File: src/sv/hqp_pkg.sv
package hqp_pkg;

  // field widths of the request and result words
  localparam int unsigned KEY_W    = 31;
  localparam int unsigned VAL_W    = 32;
  localparam int unsigned SLOT_W   = 4;
  localparam int unsigned STATUS_W = 3;

  // default number of slots
  localparam int unsigned DEFAULT_TABLE_SIZE = 16;

  // home slot reduction: reciprocal multiply, then subtract and one correction
  localparam int unsigned HASH_STEPS = 2;
  localparam int unsigned HCNT_W     = $clog2(HASH_STEPS);

  // request kinds
  localparam logic REQ_INSERT = 1'b0;
  localparam logic REQ_SEARCH = 1'b1;

  // result codes
  typedef enum logic [STATUS_W-1:0] {
    ST_INSERTED = 3'd0,
    ST_UPDATED  = 3'd1,
    ST_FOUND    = 3'd2,
    ST_MISSING  = 3'd3,
    ST_FULL     = 3'd4
  } status_t;

  // one table entry as stored
  typedef struct packed {
    logic             used;
    logic [KEY_W-1:0] key;
    logic [VAL_W-1:0] value;
  } entry_t;

  // controller to datapath
  typedef struct packed {
    logic clr_wr;
    logic load_req;
    logic hash_step;
    logic probe_init;
    logic rd_en;
    logic check;
    logic load_out;
  } hqp_cmd_t;

  // datapath to controller
  typedef struct packed {
    logic clr_last;
    logic hash_last;
    logic done;
  } hqp_stat_t;

endpackage

File: src/sv/hqp_datapath.sv
module hqp_datapath import hqp_pkg::*; #(
  parameter int unsigned TABLE_SIZE = DEFAULT_TABLE_SIZE
) (
  input  logic              clk,
  input  logic              rst_n,
  input  hqp_cmd_t          cmd,
  output hqp_stat_t         stat,
  input  logic              req_type,
  input  logic [KEY_W-1:0]  lookup_key,
  input  logic [VAL_W-1:0]  payload,
  output status_t           status,
  output logic [VAL_W-1:0]  found_value,
  output logic [SLOT_W-1:0] slot
);

  localparam int unsigned AW = (TABLE_SIZE > 1) ? $clog2(TABLE_SIZE) : 1;
  localparam logic [AW:0]   N_EXT   = (AW+1)'(TABLE_SIZE);
  localparam logic [AW-1:0] LAST_IX = AW'(TABLE_SIZE - 1);
  localparam logic [AW-1:0] INC0    = AW'(1 % TABLE_SIZE);
  localparam logic [AW-1:0] ODD0    = AW'(3 % TABLE_SIZE);
  localparam logic [AW:0]   TWO     = (AW+1)'(2);

  // reciprocal of the table size; its quotient estimate is at most one low
  localparam logic [KEY_W-1:0] RECIP = KEY_W'((64'd1 << KEY_W) / TABLE_SIZE);

  // request registers
  logic                 req_type_r;
  logic [KEY_W-1:0]     key_r;
  logic [VAL_W-1:0]     payload_r;

  // home slot reduction
  logic [2*KEY_W-1:0]   prod_r;
  logic [AW-1:0]        rem_nxt;
  logic [HCNT_W-1:0]    hcnt_r;

  // probe walk: slot, next square increment and next odd step, all mod table size
  logic [AW-1:0]        pos_r;
  logic [AW-1:0]        inc_r;
  logic [AW-1:0]        odd_r;
  logic [AW-1:0]        step_r;
  logic [AW-1:0]        pos_nxt;
  logic [AW-1:0]        inc_nxt;
  logic [AW-1:0]        odd_nxt;

  // table memory and clearing pass
  entry_t               mem [TABLE_SIZE];
  entry_t               rd_q_r;
  entry_t               wdata;
  logic [AW-1:0]        clr_r;

  // probe decision
  logic                 hit_used;
  logic                 hit_match;
  logic                 chk_done;
  logic                 chk_wr;
  status_t              chk_status;
  logic [VAL_W-1:0]     chk_value;
  logic [SLOT_W-1:0]    chk_slot;

  // result held until the output register is free
  status_t              res_status_r;
  logic [VAL_W-1:0]     res_value_r;
  logic [SLOT_W-1:0]    res_slot_r;
  status_t              out_status_r;
  logic [VAL_W-1:0]     out_value_r;
  logic [SLOT_W-1:0]    out_slot_r;

  // key minus quotient estimate times table size, in the low bits only, then one correction
  always_comb begin
    logic [AW:0] qn_lo;
    logic [AW:0] t;
    qn_lo = prod_r[KEY_W+AW:KEY_W] * N_EXT;
    t     = key_r[AW:0] - qn_lo;
    if (t >= N_EXT) t = t - N_EXT;
    rem_nxt = t[AW-1:0];
  end

  // next probe slot and increments, one compare and subtract each
  always_comb begin
    logic [AW:0] sp;
    logic [AW:0] si;
    logic [AW:0] so;
    sp = {1'b0, pos_r} + {1'b0, inc_r};
    si = {1'b0, inc_r} + {1'b0, odd_r};
    so = {1'b0, odd_r} + TWO;
    if (sp >= N_EXT) sp = sp - N_EXT;
    if (si >= N_EXT) si = si - N_EXT;
    if (so >= N_EXT) so = so - N_EXT;
    pos_nxt = sp[AW-1:0];
    inc_nxt = si[AW-1:0];
    odd_nxt = so[AW-1:0];
  end

  // decide on the entry just read
  always_comb begin
    hit_used   = rd_q_r.used;
    hit_match  = rd_q_r.used && (rd_q_r.key == key_r);
    chk_done   = !hit_used || hit_match || (step_r == LAST_IX);
    chk_wr     = 1'b0;
    chk_status = ST_MISSING;
    chk_value  = '0;
    chk_slot   = '0;
    wdata      = '{used: 1'b1, key: key_r, value: payload_r};
    priority if (!hit_used) begin
      if (req_type_r == REQ_INSERT) begin
        chk_status = ST_INSERTED;
        chk_slot   = SLOT_W'(pos_r);
        chk_wr     = 1'b1;
      end
    end else if (hit_match) begin
      chk_slot = SLOT_W'(pos_r);
      if (req_type_r == REQ_SEARCH) begin
        chk_status = ST_FOUND;
        chk_value  = rd_q_r.value;
      end else begin
        chk_status = ST_UPDATED;
        chk_wr     = 1'b1;
      end
    end else begin
      if (req_type_r == REQ_INSERT) chk_status = ST_FULL;
    end
  end

  // control counters
  always_ff @(posedge clk) begin
    if (!rst_n) begin
      clr_r  <= '0;
      hcnt_r <= '0;
    end else begin
      if (cmd.clr_wr) clr_r <= clr_r + AW'(1);
      if (cmd.load_req) hcnt_r <= '0;
      else if (cmd.hash_step) hcnt_r <= hcnt_r + HCNT_W'(1);
    end
  end

  // request, reduction and walk registers
  always_ff @(posedge clk) begin
    if (cmd.load_req) begin
      req_type_r <= req_type;
      key_r      <= lookup_key;
      payload_r  <= payload;
    end else if (cmd.hash_step) begin
      prod_r <= (2*KEY_W)'(key_r) * (2*KEY_W)'(RECIP);
    end
    if (cmd.probe_init) begin
      pos_r  <= rem_nxt;
      inc_r  <= INC0;
      odd_r  <= ODD0;
      step_r <= '0;
    end else if (cmd.check && !chk_done) begin
      pos_r  <= pos_nxt;
      inc_r  <= inc_nxt;
      odd_r  <= odd_nxt;
      step_r <= step_r + AW'(1);
    end
  end

  // table memory, one write and one registered read port
  always_ff @(posedge clk) begin
    if (cmd.clr_wr) mem[clr_r] <= '0;
    else if (cmd.check && chk_wr) mem[pos_r] <= wdata;
    if (cmd.rd_en) rd_q_r <= mem[pos_r];
  end

  // result and output registers
  always_ff @(posedge clk) begin
    if (cmd.check && chk_done) begin
      res_status_r <= chk_status;
      res_value_r  <= chk_value;
      res_slot_r   <= chk_slot;
    end
    if (cmd.load_out) begin
      out_status_r <= res_status_r;
      out_value_r  <= res_value_r;
      out_slot_r   <= res_slot_r;
    end
  end

  assign stat.clr_last  = (clr_r == LAST_IX);
  assign stat.hash_last = (hcnt_r == HCNT_W'(HASH_STEPS - 1));
  assign stat.done      = chk_done;

  assign status      = out_status_r;
  assign found_value = out_value_r;
  assign slot        = out_slot_r;

endmodule

File: src/sv/hqp_ctrl.sv
module hqp_ctrl import hqp_pkg::*; (
  input  logic      clk,
  input  logic      rst_n,
  input  hqp_stat_t stat,
  output hqp_cmd_t  cmd,
  input  logic      in_tvalid,
  output logic      in_tready,
  output logic      out_tvalid,
  input  logic      out_tready
);

  typedef enum logic [2:0] {
    S_CLEAR,
    S_IDLE,
    S_HASH,
    S_READ,
    S_CHECK,
    S_DONE
  } state_t;

  state_t state_r;
  state_t state_nxt;
  logic   out_valid_r;
  logic   out_valid_nxt;
  logic   out_free;

  assign out_free   = !out_valid_r || out_tready;
  assign in_tready  = (state_r == S_IDLE);
  assign out_tvalid = out_valid_r;

  // command decode and next state
  always_comb begin
    cmd           = '0;
    state_nxt     = state_r;
    out_valid_nxt = out_valid_r && !out_tready;
    unique case (state_r)
      S_CLEAR: begin
        cmd.clr_wr = 1'b1;
        if (stat.clr_last) state_nxt = S_IDLE;
      end
      S_IDLE: begin
        if (in_tvalid) begin
          cmd.load_req = 1'b1;
          state_nxt    = S_HASH;
        end
      end
      S_HASH: begin
        cmd.hash_step = 1'b1;
        if (stat.hash_last) begin
          cmd.probe_init = 1'b1;
          state_nxt      = S_READ;
        end
      end
      S_READ: begin
        cmd.rd_en = 1'b1;
        state_nxt = S_CHECK;
      end
      S_CHECK: begin
        cmd.check = 1'b1;
        state_nxt = stat.done ? S_DONE : S_READ;
      end
      S_DONE: begin
        if (out_free) begin
          cmd.load_out  = 1'b1;
          out_valid_nxt = 1'b1;
          state_nxt     = S_IDLE;
        end
      end
      default: state_nxt = S_IDLE;
    endcase
  end

  // state and output valid
  always_ff @(posedge clk) begin
    if (!rst_n) begin
      state_r     <= S_CLEAR;
      out_valid_r <= 1'b0;
    end else begin
      state_r     <= state_nxt;
      out_valid_r <= out_valid_nxt;
    end
  end

endmodule

File: src/sv/hash_table_quadratic_probe_core.sv
// Open-addressed key/value table with quadratic probing over TABLE_SIZE slots. A request word
// carries the kind in in_tuser (insert/update or search) and key plus value in in_tdata; each
// request gives exactly one result word, with the status code in out_tuser and the found value
// and slot in out_tdata. After reset a clearing pass empties the table slot by slot while
// in_tready stays low. A request is accepted in the idle state, its key is reduced to its
// home slot (a reciprocal multiply, then a subtract with one correction), from 1 to
// TABLE_SIZE slots are probed, each with a registered read of the single table memory and
// then a compare, and the result is handed to the output register once that register is free.
// One request is worked on at a time; a finished result may wait in the output register while
// the next request is taken and processed.
module hash_table_quadratic_probe_core import hqp_pkg::*; #(
  parameter int unsigned TABLE_SIZE = DEFAULT_TABLE_SIZE
) (
  input  logic                clk,
  input  logic                rst_n,
  input  logic                in_tvalid,
  output logic                in_tready,
  input  logic [63:0]         in_tdata,   // lookup_key[30:0], payload[62:31], zero pad
  input  logic                in_tuser,   // req_type
  output logic                out_tvalid,
  input  logic                out_tready,
  output logic [39:0]         out_tdata,  // found_value[31:0], slot[35:32], zero pad
  output logic [STATUS_W-1:0] out_tuser   // status
);

  hqp_cmd_t          cmd;
  hqp_stat_t         stat;
  status_t           status;
  logic [VAL_W-1:0]  found_value;
  logic [SLOT_W-1:0] slot;

  hqp_ctrl u_ctrl (
    .clk        (clk),
    .rst_n      (rst_n),
    .stat       (stat),
    .cmd        (cmd),
    .in_tvalid  (in_tvalid),
    .in_tready  (in_tready),
    .out_tvalid (out_tvalid),
    .out_tready (out_tready)
  );

  hqp_datapath #(
    .TABLE_SIZE (TABLE_SIZE)
  ) u_datapath (
    .clk         (clk),
    .rst_n       (rst_n),
    .cmd         (cmd),
    .stat        (stat),
    .req_type    (in_tuser),
    .lookup_key  (in_tdata[KEY_W-1:0]),
    .payload     (in_tdata[KEY_W+VAL_W-1:KEY_W]),
    .status      (status),
    .found_value (found_value),
    .slot        (slot)
  );

  // result word packing
  assign out_tdata = {4'b0000, slot, found_value};
  assign out_tuser = status;

endmodule

File: config.mk
export PLATFORM = sky130hd
export DESIGN_NAME = hash_table_quadratic_probe_core
export DESIGN_NICKNAME = d
export VERILOG_FILES = /design/src/sv/hqp_pkg.sv /design/src/sv/hqp_datapath.sv /design/src/sv/hqp_ctrl.sv /design/src/sv/hash_table_quadratic_probe_core.sv
export SDC_FILE = /design/constraint.sdc
export NUM_CORES = 1
export LEC_CHECK = 0
export BUFFER_PORTS_ARGS = -buffer_cell sky130_fd_sc_hd__buf_2
export CAP_MARGIN = 30
export CORE_MARGIN = 1.5
export CORE_UTILIZATION = 64
export CTS_BUF_LIST = sky130_fd_sc_hd__clkbuf_8
export DETAILED_ROUTE_END_ITERATION = 8
export PLACE_DENSITY = 0.8
export SYNTH_ARGS = -nofsm -noshare
export SYNTH_HDL_FRONTEND = slang
export SYNTH_SLANG_ARGS = --single-unit
File: constraint.sdc
create_clock -name clk -period 5.75 [get_ports clk]
set_input_delay 1.15 -clock clk [delete_from_list [all_inputs] [get_ports clk]]
set_output_delay 1.15 -clock clk [all_outputs]
set_load 0.02 [all_outputs]
-- Word-level counts from Yosys, hierarchy flattened
Memories as Yosys holds them, arrays and structs flattened. A register that Yosys moved wholly into a read port is not among the register bits.
Cells that the tools add are included.
- memories kept: 1
- bits of input ports: 69
- logic and storage cells: 109
- memory bits (writable): 1024
- output and inout port bits: 45
- register bits after elaboration: 172
- memories (memory ; depth ; width ; rd ports ; clocked after memory_dff ; wr ports ; line ; text):
    u_datapath.mem ; 16 ; 64 ; 1 ; 1 ; 1 ; hqp_datapath.sv:46 ; entry_t mem [TABLE_SIZE];
- bitwise gates (word level): 2
- order comparisons: 4
- eq/ne operators: 12
- add/subtract/negate cells: 11
- mux-type cells: 42
- reduce and logical (&&, ||, !) cells: 19
- operator list (kind ; count):
    64-bit 2-to-1 mux ; 1
    64-bit OR reduction ; 1
    4-bit 2-to-1 mux ; 10
    31-bit == test ; 1
    3-bit 2-to-1 mux ; 8
    5-bit >= comparator, second input constant ; 4
    1-bit 2-to-1 mux ; 19
    3-bit one-hot mux with 6 select lines ; 1
    4-bit by 1-bit subtractor with 4-bit output, second input constant ; 4
    4-bit by 4-bit adder with 5-bit output ; 2
    4-bit by 1-bit adder with 4-bit output, second input constant ; 2
    4-bit == test, second input constant ; 2
    3-bit by 2-bit == test with 1-bit output, second input constant ; 2
    3-bit == test, second input constant ; 2
    2-bit 2-to-1 mux ; 3
    4-bit by 2-bit adder with 5-bit output, second input constant ; 1
    1-bit logical AND ; 5
    5-bit subtractor ; 1
    1-bit logical NOT ; 4
    2-bit by 1-bit != test with 1-bit output, second input constant ; 2
    2-bit != test, second input constant ; 2
    4-bit AND reduction ; 1
    3-bit by 1-bit == test with 1-bit output, second input constant ; 1
    3-bit logical NOT ; 1
    other kinds (7) ; 10

-- Longest topological paths before layout
- word-level depth: 10
- mapped depth: 11

-- By module
A second synthesis with hierarchy kept.
- cell total of the unflattened synthesis: 1974
- area, all modules: 47276.6 um2
- modules (own cells, without submodules) (module ; area an instance (um2) ; cells each ; times used):
    hqp_datapath ; 46985.1 ; 1939 ; 1
    hqp_ctrl ; 257.7 ; 30 ; 1
    hash_table_quadratic_probe_core ; 33.8 ; 5 ; 1

-- Worst setup path after synthesis
Ideal clock, no wire load.
- path type: reg2reg
- from: register u_datapath.key_r[3]
- to: memory u_datapath.mem[0][0] (netlist name), enable pin
- buffers on the path: 1
- setup time: 487 ps
- slack: 512 ps
- arrival time: 4751 ps
- clock period less this slack: 5238 ps
- cell stages (with the launch flop): 11
- cell sequence: edfxtp_1 xor2_1 nor4_1 and4_1 and3_1 ha_1 nand2_1 a21oi_2 buf_2 a32oi_1 nor2_1
- cells in the longest elaborated chain, start to end: 10
- elaborated cells between the ends (all ways): 11
- those cells by class: 1 x eq/ne; 7 x mux; 3 x reduce/logical
- RTL lines (item ; line ; text):
    from (decl) ; hqp_datapath.sv:28 ; logic [KEY_W-1:0] key_r;
    from (signal assigned) ; hqp_datapath.sv:140 ; key_r <= lookup_key;
    31-bit == test * ; hqp_datapath.sv:97 ; hit_match = rd_q_r.used && (rd_q_r.key == key_r);
    1-bit logical AND * ; hqp_datapath.sv:97 ;
    1-bit 2-to-1 mux * ; hqp_datapath.sv:110 ; end else if (hit_match) begin
    1-bit 2-to-1 mux * ; hqp_datapath.sv:104 ; priority if (!hit_used) begin
    1-bit logical AND * ; hqp_datapath.sv:161 ; else if (cmd.check && chk_wr) mem[pos_r] <= wdata;
    1-bit 2-to-1 mux * ; hqp_datapath.sv:161 ;
    1-bit 2-to-1 mux * ; hqp_datapath.sv:160 ; if (cmd.clr_wr) mem[clr_r] <= '0;
    1-bit 2-to-1 mux (not written as such) * ; hqp_datapath.sv:161 ;
    64-bit OR reduction (no line) ; - ;
    4-bit 2-to-1 mux (no line) or 1-bit 2-to-1 mux (tied branches) ; - ;
    to (decl) ; hqp_datapath.sv:46 ;
Every way passes the cells marked *; elsewhere a longest branch is shown, timed or not.

-- Worst setup path after layout
- from: register u_datapath.key_r[5]
- to: memory u_datapath.mem[3][42] (netlist name), enable pin
The elaborated chain is that of the path after synthesis.

==> results by group <==
Synth
  • Ys flop type: edfxtp_1
  • Seq/Total Area, Yosys: 79.4%
  • Cell Area, Synth: 47200 sq um
  • Area leader, netlist: edfxtp_1
  • Syn. warnings: 0
  • Distinct cells, synth: 47
  • FF+latch count, synth: 1254
  • Post-synth ARST share: 0%
  • Syn Inst Count: 1963
  • Top post-synthesis cells by area: edfxtp_1 (79%), mux4_2 (15%), and2_1 (1.3%)
  • Synth top area share: 78.5%
  • Post-synth EDFFs: 1234
  • Mapped Avg Cell Area: 24.0 sq um

Global route
  • First-pass GRT wire length: 142000 microns
  • Pin count of the biggest net entering global routing: 149
  • Initial antenna violation count: 2
  • Tot GR Track Use: 26.5%
  • Vias in the first global route: 22200
  • Global route total overflow: 0

Finish
  • Design area: 52400 sq um
  • FILL cells: 3840
  • Final core utilization: 71.8%
  • Final nets: 2304
  • Layout cells sized above 1: 31.2%
  • Synthesis-to-layout area growth: 11.0%

CTS
  • CTS sink count: 1254
  • # hold bufs at CTS: 0
  • H-tree levels: 4
  • Clk_lat worst skew: 0.83 ns
  • Root Buffer: clkbuf_8
  • TritonCTS Buffers: 186
  • CTS tree: done
  • Resized cells post-CTS: 0
  • Clock transition at path regs: 0.07 ns
  • Clk buf depth: 3
  • Setup repair bufs after CTS: 0

Floorplanning
  • Chip height: 275 microns
  • Num ports: 114
  • Total die area: 75400 sq um
  • Die Wd: 275 microns
  • Core ar.: 73000 sq um
  • Row count: 99
  • Starting Density: 64.7%

Route
  • Wire length per cell: 29.1 microns
  • DRT antenna net count: 0
  • DRT Pass-1 Iters: 5
  • Via count: 21400
  • Drt total wl: 96500 microns
  • Drt initial violations: 2514
  • DR vias/cell: 6.45
  • DRC viols: 0

Critical path
  • Reg2reg setup slack: 0.73 ns
  • CP Max Fanout: 23
  • Setup crit end kind: flip-flop
  • Critical path type: flip-flop to flip-flop
  • Crit path launch type: flip-flop
  • Worst path required time: 6.21 ns
  • Critical path arrival: 5.48 ns

Min path
  • Worst hold path type: flip-flop to flip-flop

Placement
  • Post-DP HPWL: 51700 microns
  • DP Area: 49100 sq um
  • RePlAce Congestion: 0.773
  • Number of I/O port buffers: 108

STA
  • Worst slew pin tran: 1.06 ns
  • Fin Setup TNS: 0 ns
  • Max Transition Viols Final: 0
  • Fmax: 199 MHz
  • RSZ-0062 raised after global routing: no
  • Fin. Hold Viols: 0
  • # setup viols final: 0
  • Post-layout minimum cycle time: 5.02 ns
  • Worst slew margin: 29.0%
  • Clk_skew: 0.0416 ns
  • Tcrit/Tclk final: 87.3%

Power and ir drop
  • Combinational power share: 1.9%
  • Static leakage: 15.3 nW
  • Clock power frac: 37.8%
  • Part of the power in registers: 60.3%
  • P_int: 0.0133 W
  • Sw Share: 20.8%
  • IR Drop Worst-Case VDD: 220 uV
  • Sw power: 0.00351 W
  • PwrDens: 322 nW/um^2

Job
  • Total of max-cap violations: 0

Status
  • Status: finished clean
==> routing by layer <==
| layer | vias to the layer above | wire (microns) | GRT usage, % |
|---|---|---|---|
| met3 | 157 | 8950 | 5.76 |
| li1 | 8798 | - | - |
| met1 | 11100 | 36200 | 36.4 |
| met2 | 1259 | 48800 | 42.8 |
| met5 | - | 12 | 0 |
| met4 | 2 | 2550 | 9.96 |
==> worst paths after layout <==
kind                                                  from                    endpoint  cells past startpoint
worst max-delay path                   u_datapath.key_r[5]       u_datapath.mem[3][42]                     10
worst min-delay path            u_datapath.res_value_r[26]  u_datapath.found_value[26]                      0
worst max register to register         u_datapath.key_r[5]       u_datapath.mem[3][42]                     10
worst min register to register  u_datapath.res_value_r[26]  u_datapath.found_value[26]                      0
==> cells by family after synthesis <==
logic type / count (synthesis) / synth area share (%)
buf+inv: 104 / 1.29
simple gates: 184 / 2.21
compound gates: 36 / 0.517
mux: 333 / 15.5
xor+xnor: 39 / 0.724
flops: 1254 / 79.4
fa+ha+maj: 12 / 0.350
other cells: 1 / 0.00794
==> Yosys cell counts (all sizes together) (2+ instances only) <==
cell type  number
xor2           34
and3            5
nand4           3
a21boi          2
clkbuf         41
fa              2
nor2           29
a21o            2
ha             10
a31oi           8
nand3           2
a32oi           2
nor3b           2
nor2b           5
nand2b          4
dfxtp          20
nand2          17
mux2i          12
and4            2
mux4          320
o211ai          4
inv            11
buf            51
o21ai           3
nor4            8
edfxtp       1234
and2          100
a21oi          11
nor3            3
xnor2           5
==> worst max-delay path: stages, from the launching register on <==
cell,delay [ns]
edfxtp_1,0.40
xor2_1,0.24
nor4_1,0.81
and4_1,0.40
and3_1,0.23
ha_1,0.16
nand2_1,0.09
a21oi_4,0.68
a32oi_1,0.52
nor2_4,0.63
buf_4,0.46
==> state kept, by name, summed over array words and instances (netlist names), 4 cells and up <==
register,count
u_datapath.mem,1024
u_datapath.inc_r,4
u_datapath.clr_r,4
u_datapath.found_value,32
u_datapath.key_r,31
u_datapath.slot,4
u_datapath.payload_r,32
u_datapath.res_value_r,32
u_datapath.rd_q_r,63
u_datapath.step_r,4
u_datapath.res_slot_r,4
u_datapath.pos_r,4
==> power groups by stage <==
stage / logic [W] / clock network (W) / registers, W
6_report: 0.000315 / 0.00637 / 0.0102
5_1_grt: 0.000328 / 0.00684 / 0.0102
4_1_cts: 0.000317 / 0.00646 / 0.0102
3_5_place_dp: 0.000315 / 0 / 0.0104
3_3_place_gp: 0.000304 / 0 / 0.0103
2_1_floorplan: 0.000156 / 0 / 0.0103
==> cell usage in the layout, fill, tap and decap left out, drive strengths merged, types with 12 or more instances in the layout <==
cell type  instances
and2             100
buf              161
clkbuf           189
clkinv            54
dfxtp             20
edfxtp          1234
inv               83
mux2i             12
mux4             320
nand2             17
nor2              29
xor2              34
==> stage by stage <==
stage / hold slack (ns) / std cells / power, W / setup slack [ns]
final: 0.414 / 3312 / 0.0168 / 0.731
after global routing: 0.419 / 3312 / 0.0173 / 0.600
after CTS: 0.410 / 3310 / 0.0169 / 0.744
after detailed placement: 0.405 / 2993 / 0.0107 / 0.797
after global placement: 0.401 / 2990 / 0.0106 / 0.897
after floorplan: 0.400 / 1966 / 0.0105 / 0.512
==> cell type report <==
type / count / area, sq um / area share, %
antenna: 1 / 2.50 / 0.00478
clock buffer: 189 / 2600 / 4.96
clock inverter: 128 / 641 / 1.22
inverter: 12 / 47.5 / 0.0907
multi-input combinational: 608 / 9310 / 17.8
sequential: 1254 / 37500 / 71.5
tap: 959 / 1200 / 2.29
timing repair buffer: 161 / 1140 / 2.17
No activity file was read; power rests on OpenSTA's default activity.
